[config.mk]
export PLATFORM = sky130hd
export DESIGN_NAME = html_escape_trim_encoder_top_flat
export DESIGN_NICKNAME = d
export VERILOG_FILES = /design/src/design/hesc_pkg.sv /design/src/design/hesc_in_if.sv /design/src/design/hesc_out_if.sv /design/src/design/html_escape_trim_encoder_top.sv /design/src/design/hesc_front.sv /design/src/design/hesc_fifo.sv /design/src/design/hesc_back.sv /design/src/flat_wrapper.sv
export SDC_FILE = /design/constraint.sdc
export NUM_CORES = 1
export LEC_CHECK = 0
export BUFFER_PORTS_ARGS = -buffer_cell sky130_fd_sc_hd__buf_4
export CAP_MARGIN = 0
export CORE_ASPECT_RATIO = 0.6
export CORE_MARGIN = 2
export CORE_UTILIZATION = 61
export DETAILED_ROUTE_END_ITERATION = 10
export PLACE_DENSITY = 0.77
export SLEW_MARGIN = 30
export SYNTH_ARGS = -nofsm -noshare
export SYNTH_HDL_FRONTEND = slang
export SYNTH_SLANG_ARGS = --single-unit
[constraint.sdc]
create_clock -name clk -period 10.8 [get_ports clk]
set_clock_uncertainty 0.05 [all_clocks]
set_input_delay 2.16 -clock clk [delete_from_list [all_inputs] [get_ports clk]]
set_output_delay 2.16 -clock clk [all_outputs]
set_load 0.05 [all_outputs]
[src/design/hesc_pkg.sv]
// Package with the byte codes, command format and entity tables of the HTML escape encoder.
`timescale 1ns / 1ps

package hesc_pkg;

    // Width of the held-back space count.
    localparam int SPACE_W = 6;

    // Character codes.
    localparam logic [7:0] CHR_NUL    = 8'h00;
    localparam logic [7:0] CHR_SPACE  = 8'h20;
    localparam logic [7:0] CHR_QUOTE  = 8'h22;
    localparam logic [7:0] CHR_HASH   = 8'h23;
    localparam logic [7:0] CHR_AMP    = 8'h26;
    localparam logic [7:0] CHR_APOS   = 8'h27;
    localparam logic [7:0] CHR_LPAREN = 8'h28;
    localparam logic [7:0] CHR_RPAREN = 8'h29;
    localparam logic [7:0] CHR_SEMI   = 8'h3B;
    localparam logic [7:0] CHR_LT     = 8'h3C;
    localparam logic [7:0] CHR_GT     = 8'h3E;
    localparam logic [7:0] CHR_LOW_G  = 8'h67;
    localparam logic [7:0] CHR_LOW_L  = 8'h6C;
    localparam logic [7:0] CHR_LOW_T  = 8'h74;
    localparam logic [7:0] CHR_DIG_0  = 8'h30;
    localparam logic [7:0] CHR_DIG_1  = 8'h31;
    localparam logic [7:0] CHR_DIG_3  = 8'h33;
    localparam logic [7:0] CHR_DIG_4  = 8'h34;
    localparam logic [7:0] CHR_DIG_5  = 8'h35;
    localparam logic [7:0] CHR_DIG_8  = 8'h38;
    localparam logic [7:0] CHR_DIG_9  = 8'h39;

    // Command kinds passed from the front end to the back end.
    localparam logic [1:0] CMD_PLAIN  = 2'd0;
    localparam logic [1:0] CMD_ENTITY = 2'd1;
    localparam logic [1:0] CMD_END    = 2'd2;

    // One queued command: spaces to send first, then the byte or its entity.
    typedef struct packed {
        logic [1:0]         kind;
        logic [SPACE_W-1:0] spaces;
        logic [7:0]         data;
    } cmd_t;

    // True for the bytes that are replaced by an entity.
    function automatic logic is_special(input logic [7:0] c);
        logic r;
        begin
            case (c)
                CHR_QUOTE, CHR_LPAREN, CHR_RPAREN, CHR_HASH,
                CHR_AMP, CHR_APOS, CHR_LT, CHR_GT: r = 1'b1;
                default: r = 1'b0;
            endcase
            return r;
        end
    endfunction

    // Number of bytes in the entity of a special byte.
    function automatic logic [2:0] entity_len(input logic [7:0] c);
        logic [2:0] r;
        begin
            case (c)
                CHR_LT, CHR_GT: r = 3'd4;
                default: r = 3'd5;
            endcase
            return r;
        end
    endfunction

    // Byte at position idx of the entity of a special byte.
    function automatic logic [7:0] entity_byte(input logic [7:0] c, input logic [2:0] idx);
        logic [7:0] tens;
        logic [7:0] ones;
        logic [7:0] r;
        begin
            tens = CHR_DIG_3;
            ones = CHR_DIG_4;
            case (c)
                CHR_QUOTE:  begin tens = CHR_DIG_3; ones = CHR_DIG_4; end
                CHR_LPAREN: begin tens = CHR_DIG_4; ones = CHR_DIG_0; end
                CHR_RPAREN: begin tens = CHR_DIG_4; ones = CHR_DIG_1; end
                CHR_HASH:   begin tens = CHR_DIG_3; ones = CHR_DIG_5; end
                CHR_AMP:    begin tens = CHR_DIG_3; ones = CHR_DIG_8; end
                CHR_APOS:   begin tens = CHR_DIG_3; ones = CHR_DIG_9; end
                default:    begin tens = CHR_DIG_3; ones = CHR_DIG_4; end
            endcase
            if (c == CHR_LT || c == CHR_GT)
            begin
                case (idx)
                    3'd0: r = CHR_AMP;
                    3'd1: r = (c == CHR_LT) ? CHR_LOW_L : CHR_LOW_G;
                    3'd2: r = CHR_LOW_T;
                    default: r = CHR_SEMI;
                endcase
            end
            else
            begin
                case (idx)
                    3'd0: r = CHR_AMP;
                    3'd1: r = CHR_HASH;
                    3'd2: r = tens;
                    3'd3: r = ones;
                    default: r = CHR_SEMI;
                endcase
            end
            return r;
        end
    endfunction

endpackage

[src/design/hesc_in_if.sv]
// Input channel interface: one string byte per transaction.
`timescale 1ns / 1ps

interface hesc_in_if;
    logic       valid;
    logic       ready;
    logic [7:0] in_byte;

    modport source (output valid, output in_byte, input ready);
    modport sink (input valid, input in_byte, output ready);
endinterface

[src/design/hesc_out_if.sv]
// Output channel interface: one encoded byte per transaction with its flags.
`timescale 1ns / 1ps

interface hesc_out_if;
    logic       valid;
    logic       ready;
    logic [7:0] out_byte;
    logic       run_last;
    logic       string_end;

    modport source (output valid, output out_byte, output run_last, output string_end,
                    input ready);
    modport sink (input valid, input out_byte, input run_last, input string_end,
                  output ready);
endinterface

[src/design/html_escape_trim_encoder_top.sv]
// Top level of the HTML escape encoder with trailing-space trimming.
//
// Channel  Role    Payload                              Transaction
// in_ch    sink    in_byte[7:0]                         valid && ready
// out_ch   source  out_byte[7:0], run_last, string_end  valid && ready
//
// A byte is taken every cycle while the command queue has room; a space only
// updates the held-back count. The back end sends one byte per cycle from its
// output register while out_ch is ready: a plain byte as itself, an entity as
// 4 or 5 bytes, each after its held-back spaces. Reset clears the space count,
// the queue and the output valid. Up to QUEUE_DEPTH commands buffer a stall
// on the output side before the input side stalls.
`timescale 1ns / 1ps

module html_escape_trim_encoder_top #(
    parameter int MAX_LEN     = 32,
    parameter int QUEUE_DEPTH = 4
) (
    input  logic       clk,
    input  logic       rst_n,
    hesc_in_if.sink    in_ch,
    hesc_out_if.source out_ch
);

    logic           q_push;
    logic           q_full;
    logic           q_pop;
    logic           q_head_valid;
    hesc_pkg::cmd_t q_push_cmd;
    hesc_pkg::cmd_t q_head_cmd;

    hesc_front #(
        .MAX_LEN (MAX_LEN)
    ) u_front (
        .clk    (clk),
        .rst_n  (rst_n),
        .in_ch  (in_ch),
        .q_full (q_full),
        .q_push (q_push),
        .q_cmd  (q_push_cmd)
    );

    hesc_fifo #(
        .DEPTH (QUEUE_DEPTH)
    ) u_fifo (
        .clk        (clk),
        .rst_n      (rst_n),
        .push       (q_push),
        .push_cmd   (q_push_cmd),
        .pop        (q_pop),
        .full       (q_full),
        .head_valid (q_head_valid),
        .head_cmd   (q_head_cmd)
    );

    hesc_back u_back (
        .clk       (clk),
        .rst_n     (rst_n),
        .cmd_valid (q_head_valid),
        .cmd       (q_head_cmd),
        .cmd_pop   (q_pop),
        .out_ch    (out_ch)
    );

    // A command is never pushed into a full queue.
    assert property (@(posedge clk) disable iff (!rst_n) q_push |-> !q_full)
        else $error("command pushed into full queue");

    // A space transaction never queues a command.
    assert property (@(posedge clk) disable iff (!rst_n)
        (in_ch.valid && in_ch.ready && in_ch.in_byte == hesc_pkg::CHR_SPACE) |-> !q_push)
        else $error("space produced a command");

    // Every other accepted byte queues exactly one command.
    assert property (@(posedge clk) disable iff (!rst_n)
        (in_ch.valid && in_ch.ready && in_ch.in_byte != hesc_pkg::CHR_SPACE) |-> q_push)
        else $error("accepted byte produced no command");

    // The string end is a zero byte that closes its run.
    assert property (@(posedge clk) disable iff (!rst_n)
        (out_ch.valid && out_ch.string_end) |->
        (out_ch.run_last && out_ch.out_byte == hesc_pkg::CHR_NUL))
        else $error("malformed string end");

endmodule

[src/design/hesc_front.sv]
// Front end: accepts input bytes, counts held-back spaces and queues commands.
`timescale 1ns / 1ps

module hesc_front #(
    parameter int MAX_LEN = 32
) (
    input  logic           clk,
    input  logic           rst_n,
    hesc_in_if.sink        in_ch,
    input  logic           q_full,
    output logic           q_push,
    output hesc_pkg::cmd_t q_cmd
);

    logic [hesc_pkg::SPACE_W-1:0] pending_reg;
    logic [hesc_pkg::SPACE_W-1:0] pending_next;
    logic                         accept;

    assign in_ch.ready = !q_full;
    assign accept      = in_ch.valid && in_ch.ready;

    // Classify the accepted byte and build the command for the back end.
    always_comb
    begin
        pending_next  = pending_reg;
        q_push        = 1'b0;
        q_cmd.kind    = hesc_pkg::CMD_PLAIN;
        q_cmd.spaces  = pending_reg;
        q_cmd.data    = in_ch.in_byte;
        if (in_ch.in_byte == hesc_pkg::CHR_NUL)
        begin
            q_cmd.kind   = hesc_pkg::CMD_END;
            q_cmd.spaces = '0;
        end
        else if (hesc_pkg::is_special(in_ch.in_byte))
        begin
            q_cmd.kind = hesc_pkg::CMD_ENTITY;
        end
        if (accept)
        begin
            if (in_ch.in_byte == hesc_pkg::CHR_SPACE)
            begin
                // A space is only counted; the count saturates at the limit.
                if (pending_reg < hesc_pkg::SPACE_W'(MAX_LEN))
                begin
                    pending_next = pending_reg + 1'b1;
                end
            end
            else
            begin
                q_push       = 1'b1;
                pending_next = '0;
            end
        end
    end

    // Held-back space count.
    always_ff @(posedge clk or negedge rst_n)
    begin
        if (!rst_n)
        begin
            pending_reg <= '0;
        end
        else
        begin
            pending_reg <= pending_next;
        end
    end

endmodule

[src/design/hesc_fifo.sv]
// Command queue between the front end and the back end.
`timescale 1ns / 1ps

module hesc_fifo #(
    parameter int DEPTH = 4
) (
    input  logic           clk,
    input  logic           rst_n,
    input  logic           push,
    input  hesc_pkg::cmd_t push_cmd,
    input  logic           pop,
    output logic           full,
    output logic           head_valid,
    output hesc_pkg::cmd_t head_cmd
);

    localparam int PTR_W = (DEPTH > 1) ? $clog2(DEPTH) : 1;
    localparam int CNT_W = $clog2(DEPTH + 1);

    hesc_pkg::cmd_t   slot_reg [DEPTH];
    logic [PTR_W-1:0] wr_ptr_reg;
    logic [PTR_W-1:0] rd_ptr_reg;
    logic [CNT_W-1:0] count_reg;
    logic             do_push;
    logic             do_pop;

    assign full       = (count_reg == CNT_W'(DEPTH));
    assign head_valid = (count_reg != '0);
    assign head_cmd   = slot_reg[rd_ptr_reg];
    assign do_push    = push && !full;
    assign do_pop     = pop && head_valid;

    // Storage slots.
    always_ff @(posedge clk)
    begin
        if (do_push)
        begin
            slot_reg[wr_ptr_reg] <= push_cmd;
        end
    end

    // Pointers and fill count.
    always_ff @(posedge clk or negedge rst_n)
    begin
        if (!rst_n)
        begin
            wr_ptr_reg <= '0;
            rd_ptr_reg <= '0;
            count_reg  <= '0;
        end
        else
        begin
            if (do_push)
            begin
                wr_ptr_reg <= (wr_ptr_reg == PTR_W'(DEPTH - 1)) ? '0 : wr_ptr_reg + 1'b1;
            end
            if (do_pop)
            begin
                rd_ptr_reg <= (rd_ptr_reg == PTR_W'(DEPTH - 1)) ? '0 : rd_ptr_reg + 1'b1;
            end
            if (do_push && !do_pop)
            begin
                count_reg <= count_reg + 1'b1;
            end
            else if (do_pop && !do_push)
            begin
                count_reg <= count_reg - 1'b1;
            end
        end
    end

endmodule

[src/design/hesc_back.sv]
// Back end: expands each queued command into spaces and escaped bytes, one per cycle while the output is ready.
`timescale 1ns / 1ps

module hesc_back (
    input  logic           clk,
    input  logic           rst_n,
    input  logic           cmd_valid,
    input  hesc_pkg::cmd_t cmd,
    output logic           cmd_pop,
    hesc_out_if.source     out_ch
);

    logic [hesc_pkg::SPACE_W-1:0] sp_reg;
    logic [hesc_pkg::SPACE_W-1:0] sp_next;
    logic [2:0]                   idx_reg;
    logic [2:0]                   idx_next;
    logic                         out_valid_reg;
    logic                         out_valid_next;
    logic [7:0]                   out_byte_reg;
    logic                         out_last_reg;
    logic                         out_end_reg;
    logic                         load;
    logic                         done;
    logic [7:0]                   emit_byte;
    logic                         emit_last;
    logic                         emit_end;

    assign load = cmd_valid && (!out_valid_reg || out_ch.ready);

    // Pick the next byte of the current command.
    always_comb
    begin
        emit_byte = hesc_pkg::CHR_SPACE;
        emit_last = 1'b0;
        emit_end  = 1'b0;
        done      = 1'b0;
        sp_next   = sp_reg;
        idx_next  = idx_reg;
        case (cmd.kind)
            hesc_pkg::CMD_PLAIN, hesc_pkg::CMD_ENTITY:
            begin
                if (sp_reg < cmd.spaces)
                begin
                    emit_byte = hesc_pkg::CHR_SPACE;
                    sp_next   = sp_reg + 1'b1;
                end
                else if (cmd.kind == hesc_pkg::CMD_ENTITY)
                begin
                    emit_byte = hesc_pkg::entity_byte(cmd.data, idx_reg);
                    if (idx_reg == hesc_pkg::entity_len(cmd.data) - 3'd1)
                    begin
                        emit_last = 1'b1;
                        done      = 1'b1;
                    end
                    else
                    begin
                        idx_next = idx_reg + 3'd1;
                    end
                end
                else
                begin
                    emit_byte = cmd.data;
                    emit_last = 1'b1;
                    done      = 1'b1;
                end
            end
            default:
            begin
                // String end: a single zero byte.
                emit_byte = hesc_pkg::CHR_NUL;
                emit_last = 1'b1;
                emit_end  = 1'b1;
                done      = 1'b1;
            end
        endcase
        if (done)
        begin
            sp_next  = '0;
            idx_next = '0;
        end
        if (!load)
        begin
            sp_next  = sp_reg;
            idx_next = idx_reg;
        end
    end

    assign cmd_pop        = load && done;
    assign out_valid_next = load ? 1'b1 : (out_ch.ready ? 1'b0 : out_valid_reg);

    // Progress counters within the current command and output valid.
    always_ff @(posedge clk or negedge rst_n)
    begin
        if (!rst_n)
        begin
            sp_reg        <= '0;
            idx_reg       <= '0;
            out_valid_reg <= 1'b0;
        end
        else
        begin
            sp_reg        <= sp_next;
            idx_reg       <= idx_next;
            out_valid_reg <= out_valid_next;
        end
    end

    // Output payload register.
    always_ff @(posedge clk)
    begin
        if (load)
        begin
            out_byte_reg <= emit_byte;
            out_last_reg <= emit_last;
            out_end_reg  <= emit_end;
        end
    end

    assign out_ch.valid      = out_valid_reg;
    assign out_ch.out_byte   = out_byte_reg;
    assign out_ch.run_last   = out_last_reg;
    assign out_ch.string_end = out_end_reg;

endmodule
[src/flat_wrapper.sv]
// flat-port wrapper written by rule: the top's interface ports become plain ports
module html_escape_trim_encoder_top_flat 
#(
    parameter int MAX_LEN     = 32,
    parameter int QUEUE_DEPTH = 4
)
  (clk, rst_n, in_ch_valid, in_ch_in_byte, in_ch_ready, out_ch_valid, out_ch_out_byte, out_ch_run_last, out_ch_string_end, out_ch_ready);
  hesc_in_if in_ch_i ();
  hesc_out_if out_ch_i ();
  input  logic clk;
  input  logic rst_n;
  input wire logic [$bits(in_ch_i.valid)-1:0] in_ch_valid;
  input wire logic [$bits(in_ch_i.in_byte)-1:0] in_ch_in_byte;
  output wire logic [$bits(in_ch_i.ready)-1:0] in_ch_ready;
  output wire logic [$bits(out_ch_i.valid)-1:0] out_ch_valid;
  output wire logic [$bits(out_ch_i.out_byte)-1:0] out_ch_out_byte;
  output wire logic [$bits(out_ch_i.run_last)-1:0] out_ch_run_last;
  output wire logic [$bits(out_ch_i.string_end)-1:0] out_ch_string_end;
  input wire logic [$bits(out_ch_i.ready)-1:0] out_ch_ready;
  assign in_ch_i.valid = in_ch_valid;
  assign in_ch_i.in_byte = in_ch_in_byte;
  assign in_ch_ready = in_ch_i.ready;
  assign out_ch_valid = out_ch_i.valid;
  assign out_ch_out_byte = out_ch_i.out_byte;
  assign out_ch_run_last = out_ch_i.run_last;
  assign out_ch_string_end = out_ch_i.string_end;
  assign out_ch_i.ready = out_ch_ready;
  html_escape_trim_encoder_top #(.MAX_LEN(MAX_LEN), .QUEUE_DEPTH(QUEUE_DEPTH)) u_core (.clk(clk), .rst_n(rst_n), .in_ch(in_ch_i), .out_ch(out_ch_i));
endmodule
# --- After elaboration in Yosys (flattened, before gate mapping) ---
# Memories as Yosys holds them, arrays and structs flattened.
# Index checks and enable logic that the tools add are counted.
word_totals:
  elab_cells: 122
  in_bits: 12
  memories: 1
  register_bits: 33
  ram_bits: 64
  output_inout_bits: 12
mem_list:
  columns: ["name", "words", "word_bits", "read_ports", "rd_clocked_by_memory_dff", "wr", "line_no", "text"]
  rows:
  - ["u_core.u_fifo.slot_reg", 4, 16, 1, 0, 1, "hesc_fifo.sv:20", "hesc_pkg::cmd_t slot_reg [DEPTH];"]
classes:
  addsub: 8
  bitwise: 1
  reduce_logical: 30
  eq_ne: 27
  muxes: 42
  magnitude_cmp: 2
op_table:
  columns: ["op", "n"]
  rows:
  - ["$eq 8x6->1 const B", 16]
  - ["$mux 6", 7]
  - ["$mux 3", 11]
  - ["$pmux 8 s4", 1]
  - ["$pmux 7 s3", 1]
  - ["$pmux 4 s5", 1]
  - ["$mux 8", 2]
  - ["$mux 1", 15]
  - ["$add 6x1->6 const B", 2]
  - ["$reduce_bool 2->1", 5]
  - ["$logic_not 8->1", 1]
  - ["$reduce_or 2->1", 4]
  - ["$reduce_or 8->1", 1]
  - ["$logic_and 1x1->1", 7]
  - ["$add 3x1->3 const B", 2]
  - ["$eq 3x2->1 const B", 2]
  - ["$lt 6x6->1", 1]
  - ["$lt 6x6->1 const B", 1]
  - ["$mux 2", 3]
  - ["$sub 3x1->3 const B", 2]
  - ["$reduce_and 5->1", 1]
  - ["$add 2x1->2 const B", 2]
  - ["$eq 2x2->1 const B", 2]
  - ["$logic_not 1->1", 4]
  - ["14 further kinds", 16]

# --- Longest topological paths before layout ---
# Gate-level depths: netlist of the first run.
# An unclocked memory read counts as a cell.
logic_depth:
  ltp_word: 18
  mapped_depth: 17

# --- By module ---
# From an unflattened synthesis of the first run, not the netlist that was laid out.
hier_totals:
  cells_unflattened: 332
  hier_area_um2: 4802.1
by_module_without_submodules:
  columns: ["mod", "area_each_um2", "n_inst", "cells_per_inst"]
  rows:
  - ["hesc_fifo", 2808.9, 1, 121]
  - ["hesc_back", 1472.7, 1, 152]
  - ["hesc_front", 520.5, 1, 59]

# --- Worst setup path after synthesis of the first run ---
# No wires, ideal clock.
synth_timing:
  path_type: "input port to flip-flop"
  start: "input out_ch_ready"
  end: "register u_core.u_fifo.count_reg[1]"
  cell_stages: 10
  t_arrival_ns: 4.185
  setup_ns: 0.125
  n_path_buf: 0
  path_slack_ns: 6.440
  path_cell_list: "inv_1 > a21o_1 > inv_1 > o21ai_1 > nor2_1 > inv_2 > ha_1 > inv_1 > fa_1 > mux2_2"
synth_between:
  elab_chain_cells: 7
  elab_cells_between_ends: 9
synth_rtl:
  columns: ["element", "line_no", "text"]
  rows:
  - ["from (decl)", "flat_wrapper.sv:19", "input wire logic [$bits(out_ch_i.ready)-1:0] out_ch_ready;"]
  - ["$logic_or 1x1->1 *", "hesc_back.sv:28", "assign load = cmd_valid && (!out_valid_reg || out_ch.ready);"]
  - ["$logic_and 1x1->1 *", "hesc_back.sv:28", null]
  - ["net u_core.u_back.load", "hesc_back.sv:22", "logic load;"]
  - ["$logic_and 1x1->1 *", "hesc_back.sv:88", "assign cmd_pop = load && done;"]
  - ["$logic_and 1x1->1 *", "hesc_fifo.sv:31", "assign do_pop = pop && head_valid;"]
  - ["$logic_not 1->1", "hesc_fifo.sv:61", "if (do_push && !do_pop)"]
  - ["$logic_and 1x1->1", "hesc_fifo.sv:61", null]
  - ["$mux 3 or $reduce_bool 2->1 (tied branches)", null, null]
  - ["to (signal assigned)", "hesc_fifo.sv:63", "count_reg <= count_reg + 1'b1;"]
  - ["to (signal assigned)", "hesc_fifo.sv:67", "count_reg <= count_reg - 1'b1;"]
  - ["to (decl)", "hesc_fifo.sv:23", "logic [CNT_W-1:0] count_reg;"]
# Mark *: on every way through the listed nets, which the timed path passes. The rest lies on a longest branch.
# A chain may end at the register's enable or synchronous reset.

# --- Final worst setup path of the first run ---
# Ends and elaborated chain as after synthesis.

==> impl_metrics.csv, run 1 <==
group,metric,value,unit
run_status,status,"finished clean",
synth,synth_most_common_cell,"edfxtp_1",
placement,place_hpwl,5.519,mm
synth,ys_seq_area_share,62.32,%
synth,synth_edf_count,74,
synth,syn_nets,349,
timing,drv_slew,0,
setup_path,crit_path_end_kind,"flip-flop",
floorplanning,rows,24,
routing,drt_first_pass_iters,4,
final_layout,largest_reg_flops,64,
setup_path,arrival,4.62,ns
timing,hold_viol,0,
cts,cts.htree.levels,3,
synth,netlist.area_leader.share,49.50,%
setup_path,critPathMaxFanout,13,
setup_path,slowest_stage,"inv_1",
power_and_ir_drop,ir_worst_vdd,0.1770,mV
run,maxCapViolations,0,
final_layout,final_util,69.79,%
final_layout,final_cells,440,
cts,cts_buffers,9,
placement,gp_congestion,0.9050,
synth,synthCells,318,
power_and_ir_drop,power_density,268.8,nW/µm²
placement,numPortBuffers,23,
setup_path,cpPeakStageDelay,0.38,ns
synth,yosys.area.top_type,"edfxtp_1",
setup_path,cp_common_cell,"inv_1",
synth,synthTopCellsByArea,"edfxtp_1 49%, dfrtp_1 13%, mux4_2 7.0%",
final_layout,ff_latch_area,2798,µm²
min_path,min_path_type,"flip-flop to flip-flop",
floorplanning,start_util,62.29,%
final_layout,multi_input_area,1572,µm²
placement,pre_cts_ws,5.983,ns
final_layout,postLayoutCellArea,5030,µm²
synth,postSynth.asyncResetShare,23.71,%
setup_path,path_class,"primary input to flip-flop",
cts,clock_path_buffers,2,
final_layout,fill_cells,485,
routing,wl_per_cell,18.47,µm
cts,clock-sinks,97,
final_layout,drive_above_1_share,16.91,%
floorplanning,pin_count,24,
floorplanning,die_w,114.8,µm
timing,fin_crit_sh,41.06,%
routing,antenna_left,0,
timing,rsz0062_at_grt,"no",
grt,grt_max_degree,24,
grt,grt_pass1_vias,2638,
cts,ctsResizeCount,0,
cts,cts_tree,"done",
routing,vias,2660,
synth,synth_ff_type,"edfxtp_1",
cts,clk_pin_slew,0.07,ns
cts,holdBufCountCts,0,
floorplanning,dieArea,8084,µm²
timing,timing.max_slew.rel_slack,43.83,%
grt,antenna_found_initial,0,
power_and_ir_drop,leakage,1.935,nW
setup_path,cp.required,10.99,ns
routing,drc_errors,0,
timing,setup_viol,0,
final_layout,layout-area-overhead-vs-synth,12.04,%
timing,worstMarginPinSlew,0.8426,ns
synth,synth_area,4489,µm²
synth,syn_avg_cell_area,14.12,µm²
cts,postCtsSetupRepairBufs,0,
floorplanning,coreArea,7207,µm²
routing,drtIter0Drc,262,
cts,cts_root_buffer,"clkbuf_16",
routing,via_per_inst,6.045,
synth,ys_top_cells_by_count,"74 x edfxtp_1, 25 x nor2_1, 23 x dfrtp_1, 19 x nand2_1, 18 x ha_1",
grt,gr-total-overflow,0,
cts,clkLatencyLatePin,0.35,ns
timing,setup_ws,6.365,ns
grt,grt_pass1_wl,13.71,mm
synth,ys_ff_latch,97,
placement,place_inst,424,
timing,fmax,225.5,MHz
placement,dpl_cell_area,4731,µm²
timing,fin_setup_tns,0,ns
timing,min_period,4.435,ns
power_and_ir_drop,power.total,1.352,mW
synth,ys_types,51,
synth,yosysWarnings,0,
grt,grtUsageTotal,23.30,%
final_layout,num-nets-final,375,
floorplanning,dieHeight,70.45,µm
routing,wl,8.127,mm
timing,hold_ws,0.4472,ns
final_layout,n_antenna_cell,0,
setup_path,start_kind,"primary input",
setup_path,crit_chain,"buf_4 > inv_1 > a21o_1 > inv_1 > o21ai_1 > nor2_1 > inv_2 > ha_1 > inv_1 > fa_1 > mux2_2",
-- cells in the final DEF (no fill, tap or decap), drive strengths merged, types with 3 or more instances in the layout --
| master | count |
|---|---|
| and2 | 4 |
| o21ai | 11 |
| mux4 | 16 |
| nand3 | 6 |
| xnor2 | 3 |
| dfrtp | 23 |
| mux2 | 3 |
| nor2 | 25 |
| and3 | 3 |
| clkbuf | 9 |
| nand2 | 19 |
| a21o | 7 |
| inv | 21 |
| or4 | 3 |
| a21oi | 14 |
| o31ai | 4 |
| nand2b | 4 |
| xor2 | 5 |
| clkinv | 3 |
| edfxtp | 74 |
| nor3 | 8 |
| buf | 24 |
| nor3b | 3 |
| nor2b | 9 |
| ha | 18 |
-- worst paths after layout --
path                                                   from                             to  slack [ns]  cells after the start
max in group asynchronous                             rst_n  u_core.u_front.pending_reg[2]        8.81                      1
worst min register to register   u_core.u_fifo.count_reg[2]     u_core.u_fifo.count_reg[2]        0.45                      1
worst min-delay path             u_core.u_fifo.count_reg[2]     u_core.u_fifo.count_reg[2]        0.45                      1
min in group asynchronous                             rst_n       u_core.u_back.idx_reg[0]        1.65                      1
worst max register to register  u_core.u_fifo.rd_ptr_reg[1]     u_core.u_fifo.count_reg[2]        6.63                     15
worst max-delay path                           out_ch_ready     u_core.u_fifo.count_reg[1]        6.37                     11
-- worst max-delay path: cells and delay by family --
kind | cells | cell delay (ns)
muxes | 1 | 0.27
buffers and inverters | 5 | 0.70
and+or+nand+nor | 1 | 0.36
AOI/OAI and AO/OA | 2 | 0.53
adders and majority gates | 2 | 0.61
-- report_power, final --
part           switching, mW  total (mW)  leakage [nW]  internal, mW
registers             0.0514       0.552         0.989         0.500
clock network          0.139       0.320         0.148         0.181
logic                  0.290       0.480         0.798         0.190
-- per-layer routing --
| metal | wire length (µm) | global-route usage, % |
|---|---|---|
| met3 | 488 | 8.767 |
| met5 | 0 | 0 |
| met2 | 3596 | 33.53 |
| met4 | 66 | 5.221 |
| met1 | 3976 | 34.28 |
-- final cells by class --
cell class	instances	share of cell area (%)
sequential	97	55.62
multi-input combinational	194	31.24
clock buffer	9	4.478
timing repair buffer	24	3.582
tap	91	2.264
clock inverter	7	1.468
inverter	18	1.343
-- kinds of logic (layout without fill, tap and decap cells) --
| family | Yosys count | after routing | share of synthesized area [%] |
|---|---|---|---|
| XOR/XNOR | 8 | 8 | 1.561 |
| multiplexers | 21 | 21 | 9.392 |
| adder cells (fa/ha/maj) | 19 | 19 | 5.463 |
| AND/OR/NAND/NOR | 96 | 96 | 11.34 |
| flip-flops | 97 | 97 | 62.32 |
| buffers and inverters | 27 | 58 | 2.675 |
| AO/OA/AOI/OAI | 50 | 50 | 7.247 |
(Power assumes the default switching activity.)
==> run 2: changes to the inputs <==
--- a/config.mk
+++ b/config.mk
@@ -9,9 +9,9 @@
 export CAP_MARGIN = 0
 export CORE_ASPECT_RATIO = 0.6
 export CORE_MARGIN = 2
-export CORE_UTILIZATION = 61
+export CORE_UTILIZATION = 55
 export DETAILED_ROUTE_END_ITERATION = 10
-export PLACE_DENSITY = 0.77
+export PLACE_DENSITY = 0.73
 export SLEW_MARGIN = 30
 export SYNTH_ARGS = -nofsm -noshare
 export SYNTH_HDL_FRONTEND = slang
==> constraint.sdc (replaced) <==
create_clock -name clk -period 3.75 [get_ports clk]
set_clock_uncertainty 0.05 [all_clocks]
set_input_delay 0.75 -clock clk [delete_from_list [all_inputs] [get_ports clk]]
set_output_delay 0.75 -clock clk [all_outputs]
set_load 0.05 [all_outputs]
==> run 2 against run 1 <==
- critical path type is now flip-flop to flip-flop
- worst hold slack worse by 0.20 ns
- largest cell class unchanged
- global-route usage is 1.8 points lower
- count of clock-buffer cells in the layout is 3 higher
==> impl_metrics.csv, run 2 (synthesized netlist as in run 1, its figures left out) <==
group,metric,value,unit
run_status,status,"finished clean",
timing,fmax,283.9,MHz
cts,cts.htree.levels,3,
timing,worstMarginPinSlew,0.7069,ns
setup_path,cp.required,3.97,ns
cts,clock-sinks,97,
grt,grt_pass1_wl,14.01,mm
placement,numPortBuffers,23,
cts,clock_path_buffers,2,
grt,met1_usage,31.65,%
final_layout,num-nets-final,389,
setup_path,crit_path_end_kind,"flip-flop",
cts,holdBufCountCts,0,
power_and_ir_drop,leakage,2.006,nW
final_layout,final_cell_mix,"74 x edfxtp_1, 36 x buf_4, 24 x nor2_1",
cts,cts_root_buffer,"clkbuf_16",
power_and_ir_drop,p_sw,1.394,mW
grt,grt_pass1_vias,2659,
final_layout,layout-area-overhead-vs-synth,15.41,%
cts,clkLatencyLatePin,0.35,ns
final_layout,largest_reg_flops,64,
final_layout,layout_commonest_cell,"edfxtp_1",
timing,hold_viol,0,
routing,wl,8.541,mm
floorplanning,pin_count,24,
routing,vias,2769,
final_layout,final_util,65.73,%
routing,via_per_inst,5.879,
floorplanning,start_util,56.95,%
grt,gr-usage-met3,7.285,%
floorplanning,coreArea,7883,µm²
cts,clk_pin_slew,0.06,ns
routing,drc_errors,0,
grt,antenna_found_initial,0,
timing,min_period,3.522,ns
timing,drv_slew,0,
floorplanning,rows,25,
power_and_ir_drop,clock_power_share,22.1,%
cts,cts_buffers,9,
cts,cts_tree,"done",
timing,timing.max_slew.rel_slack,52.21,%
timing,fin_crit_sh,93.92,%
power_and_ir_drop,power_frac_comb,38.0,%
setup_path,path_class,"flip-flop to flip-flop",
setup_path,rr_worst_depth,14,
grt,grt_max_degree,24,
grt,use_met2,31.14,%
cts,postCtsSetupRepairBufs,0,
routing,antenna_left,0,
cts,ctsResizeCount,0,
grt,grtUsageTotal,21.46,%
routing,wl_per_cell,18.13,µm
floorplanning,die_w,120.6,µm
routing,drtIter0Drc,339,
floorplanning,dieArea,8925,µm²
power_and_ir_drop,switching_share,35.00,%
min_path,min_path_type,"primary input to asynchronous set/reset pin",
power_and_ir_drop,p_int,2.589,mW
power_and_ir_drop,ir_worst_vdd,0.3520,mV
placement,place_hpwl,6.038,mm
timing,fin_setup_tns,0,ns
timing,rsz0062_at_grt,"no",
floorplanning,dieHeight,73.98,µm
setup_path,critPathMaxFanout,7,
final_layout,drive_above_1_share,20.94,%
final_layout,n_antenna_cell,0,
grt,busiest_layer,"met1",
setup_path,arrival,3.74,ns
grt,gr-total-overflow,0,
timing,setup_viol,0,
run,maxCapViolations,0,
routing,drt_first_pass_iters,4,
power_and_ir_drop,seqPwrFrac,39.8,%
setup_path,start_kind,"flip-flop",
placement,gp_congestion,0.8821,
power_and_ir_drop,power_density,768.7,nW/µm²
run 2: critical path, cell delays in order (launching register included):
cell	delay (ns)
dfrtp_1	0.49
buf_4	0.22
buf_4	0.15
mux4_1	0.68
nand4bb_4	0.18
o41ai_1	0.09
nor2_1	0.25
nor2_2	0.13
inv_2	0.10
ha_1	0.18
inv_1	0.07
fa_1	0.43
xor2_1	0.17
nor2_1	0.11
xor2_1	0.15
run 2: worst paths after layout:
kind	from	to	slack, ns
setup / recovery	u_core.u_fifo.rd_ptr_reg[0]	u_core.u_fifo.count_reg[2]	0.23
hold / removal	rst_n	u_core.u_back.idx_reg[2]	0.25
setup reg to reg	u_core.u_fifo.rd_ptr_reg[0]	u_core.u_fifo.count_reg[2]	0.23
hold reg to reg	u_core.u_fifo.count_reg[2]	u_core.u_fifo.count_reg[2]	0.45
max in group asynchronous	rst_n	u_core.u_fifo.rd_ptr_reg[0]	3.16
min in group clk	u_core.u_fifo.count_reg[2]	u_core.u_fifo.count_reg[2]	0.45
run 2: per-layer routing:
layer	part of all wire [%]	wire (µm)	up-vias
met5	0	0	-
met4	0.64	55	0
met3	7.6	653	6
met2	44	3772	109
met1	48	4059	1374
li1	-	-	1280
run 2: layout make-up:
cell class	instances	area, µm²
clock buffer	12	256.5
clock inverter	4	33.78
fill	593	2701
inverter	18	67.56
multi-input combinational	194	1580
sequential	97	2798
tap	108	135.1
timing repair buffer	38	310.3
run 2: per-stage QoR:
| step | worst slack [ns] | instances | cell area, µm² | power [mW] | hold WS [ns] |
|---|---|---|---|---|---|
| after global routing | 0.01652 | 471 | 5181 | 4.214 | 0.2563 |
| after global placement | 0.3174 | 455 | 4886 | 3.067 | 0.4280 |
| final | 0.2281 | 471 | 5181 | 3.983 | 0.2457 |
| after floorplan | 0.08804 | 318 | 4493 | 2.639 | 0.4044 |
| after CTS | 0.1846 | 471 | 5176 | 3.995 | 0.2497 |
| after detailed placement | 0.1990 | 455 | 4886 | 3.109 | 0.4371 |
run 2: power by group through the flow:
| stage | clock network (mW) | logic (mW) | registers [mW] |
|---|---|---|---|
| global route | 0.945 | 1.65 | 1.61 |
| CTS | 0.897 | 1.51 | 1.59 |
| detailed placement | 0 | 1.50 | 1.61 |
| finish | 0.881 | 1.52 | 1.59 |
| global placement | 0 | 1.47 | 1.60 |
| floorplan | 0 | 0.957 | 1.68 |
==> run 3: changes to the inputs <==
--- a/config.mk
+++ b/config.mk
@@ -9,9 +9,9 @@
 export CAP_MARGIN = 0
 export CORE_ASPECT_RATIO = 0.6
 export CORE_MARGIN = 2
-export CORE_UTILIZATION = 55
+export CORE_UTILIZATION = 61
 export DETAILED_ROUTE_END_ITERATION = 10
-export PLACE_DENSITY = 0.73
+export PLACE_DENSITY = 0.77
 export SLEW_MARGIN = 30
 export SYNTH_ARGS = -nofsm -noshare
 export SYNTH_HDL_FRONTEND = slang
==> constraint.sdc (replaced) <==
create_clock -name clk -period 4.55 [get_ports clk]
set_clock_uncertainty 0.05 [all_clocks]
set_input_delay 0.91 -clock clk [delete_from_list [all_inputs] [get_ports clk]]
set_output_delay 0.91 -clock clk [all_outputs]
set_load 0.05 [all_outputs]
==> run 3 against run 2 <==
- worst setup slack better by 0.38 ns
- sequential power down 17%
- flip-flop and latch count unchanged
- largest cell class unchanged
==> impl_metrics.csv, run 3 (synthesized netlist as in run 1, its figures left out) <==
group,metric,value,unit
placement,place_inst,426,
final_layout,final_cell_mix,"74 x edfxtp_1, 26 x buf_4, 25 x nor2_1",
min_path,min_path_type,"primary input to asynchronous set/reset pin",
grt,grt_pass1_vias,2635,
timing,worstMarginPinSlew,0.8620,ns
floorplanning,coreArea,7207,µm²
timing,fin_crit_sh,86.60,%
setup_path,crit_path_end_kind,"flip-flop",
final_layout,largest_reg_flops,64,
setup_path,start_kind,"flip-flop",
routing,via_per_inst,6.009,
routing,drt_first_pass_iters,4,
timing,hold_viol,0,
routing,drtIter0Drc,203,
setup_path,cp-startpoint,"u_core.u_fifo.rd_ptr_reg[1]",
floorplanning,dieArea,8084,µm²
cts,clkLatencyLatePin,0.34,ns
power_and_ir_drop,ir_worst_vdd,0.4212,mV
placement,place_hpwl,5.507,mm
routing,drc_errors,0,
setup_path,arrival,4.16,ns
run_status,status,"finished clean",
power_and_ir_drop,power_density,627.1,nW/µm²
grt,grt_max_degree,24,
floorplanning,dieHeight,70.45,µm
timing,timing.max_slew.rel_slack,42.54,%
cts,cts_root_buffer,"clkbuf_16",
final_layout,drive_above_1_share,17.09,%
cts,holdBufCountCts,0,
timing,fin_setup_tns,0,ns
cts,cts_tree,"done",
floorplanning,start_util,62.29,%
cts,ctsResizeCount,0,
power_and_ir_drop,p_sw,1.128,mW
routing,vias,2656,
timing,hold_ws,0.4043,ns
timing,min_period,3.940,ns
run,maxCapViolations,0,
cts,clock-sinks,97,
placement,numPortBuffers,23,
final_layout,n_antenna_cell,0,
routing,wl,8.056,mm
grt,grtUsageTotal,22.98,%
setup_path,timing.rr.start,"u_core.u_fifo.rd_ptr_reg[1]",
final_layout,fill_cells,496,
final_layout,multi_input_area,1572,µm²
final_layout,ff_latch_area,2798,µm²
cts,cts_buffers,9,
grt,grt_pass1_wl,13.63,mm
final_layout,final_util,69.67,%
setup_path,path_class,"flip-flop to flip-flop",
power_and_ir_drop,switching_share,35.82,%
cts,clk_pin_slew,0.07,ns
cts,postCtsSetupRepairBufs,0,
cts,cts.htree.levels,3,
final_layout,final_cells,442,
cts,clock_path_buffers,2,
power_and_ir_drop,clock_power_share,22.2,%
grt,gr-total-overflow,0,
final_layout,layout_commonest_cell,"edfxtp_1",
routing,wl_per_cell,18.23,µm
power_and_ir_drop,power.total,3.149,mW
setup_path,cp.required,4.77,ns
setup_path,critPathMaxFanout,18,
power_and_ir_drop,leakage,1.929,nW
routing,antenna_left,0,
grt,antenna_found_initial,0,
timing,fmax,253.8,MHz
floorplanning,rows,24,
power_and_ir_drop,p_int,2.021,mW
final_layout,num-nets-final,377,
placement,gp_congestion,0.9009,
power_and_ir_drop,seqPwrFrac,41.9,%
floorplanning,die_w,114.8,µm
timing,drv_slew,0,
timing,setup_viol,0,
floorplanning,pin_count,24,
power_and_ir_drop,power_frac_comb,35.8,%
timing,rsz0062_at_grt,"no",
final_layout,layout-area-overhead-vs-synth,11.85,%
## run 3: cell types whose count changed in the layout (fill, tap and decap cells not counted), sizes merged
cell    previous run  this run
clkinv             1         2
clkbuf            12         9
inv               20        22
buf               38        26
## run 3: final cells by class
| type | count | share of cell area [%] |
|---|---|---|
| clock buffers | 9 | 4.485 |
| clock inverters | 7 | 0.9968 |
| inverters | 18 | 1.346 |
| multi-input cells | 194 | 31.30 |
| flip-flops and latches | 97 | 55.72 |
| well taps | 91 | 2.268 |
| repair buffers | 26 | 3.887 |
## run 3: per-layer routing
| metal | up-vias | GRT usage, % | part of all wire, % |
|---|---|---|---|
| met5 | - | 0 | 0 |
| met4 | 0 | 7.229 | 1.4 |
| met3 | 11 | 7.465 | 6.4 |
| met2 | 79 | 31.56 | 42 |
| met1 | 1314 | 35.13 | 50 |
| li1 | 1252 | - | - |
## run 3: power by group through the flow
stage	logic (mW)	registers (mW)	clock network (mW)
6_report	1.13	1.32	0.700
5_1_grt	1.26	1.35	0.748
4_1_cts	1.13	1.32	0.715
3_5_place_dp	1.13	1.34	0
3_3_place_gp	1.11	1.33	0
2_1_floorplan	0.785	1.39	0
## run 3: worst max-delay path: stages, from the launching register on
cell and delay [ns]:
dfrtp_1 0.85, mux4_2 0.40, inv_1 0.07, ha_1 0.23
a21oi_1 0.14, o21ai_0 0.08, o22a_1 0.30, o21ai_1 0.36
nor2_1 0.18, inv_2 0.12, ha_1 0.18, inv_1 0.07
fa_1 0.42, xor2_1 0.16, nor2_1 0.11, xor2_1 0.14
## run 3: worst paths after layout
path                                                 endpoint  slack, ns  depth (start not counted)
worst max-delay path               u_core.u_fifo.count_reg[2]       0.61                         15
worst min-delay path                 u_core.u_back.idx_reg[0]       0.40                          1
worst max register to register     u_core.u_fifo.count_reg[2]       0.61                         15
worst min register to register     u_core.u_back.out_ch.valid       0.45                          2
max in group asynchronous       u_core.u_front.pending_reg[1]       3.81                          1
min in group clk                   u_core.u_back.out_ch.valid       0.45                          2
## run 3: metrics by stage
stage	cell area, µm²	setup WS [ns]
2_1_floorplan	4489	0.7785
3_3_place_gp	4746	0.7040
3_5_place_dp	4746	0.5885
4_1_cts	5021	0.5861
5_1_grt	5021	0.2417
6_report	5021	0.6099
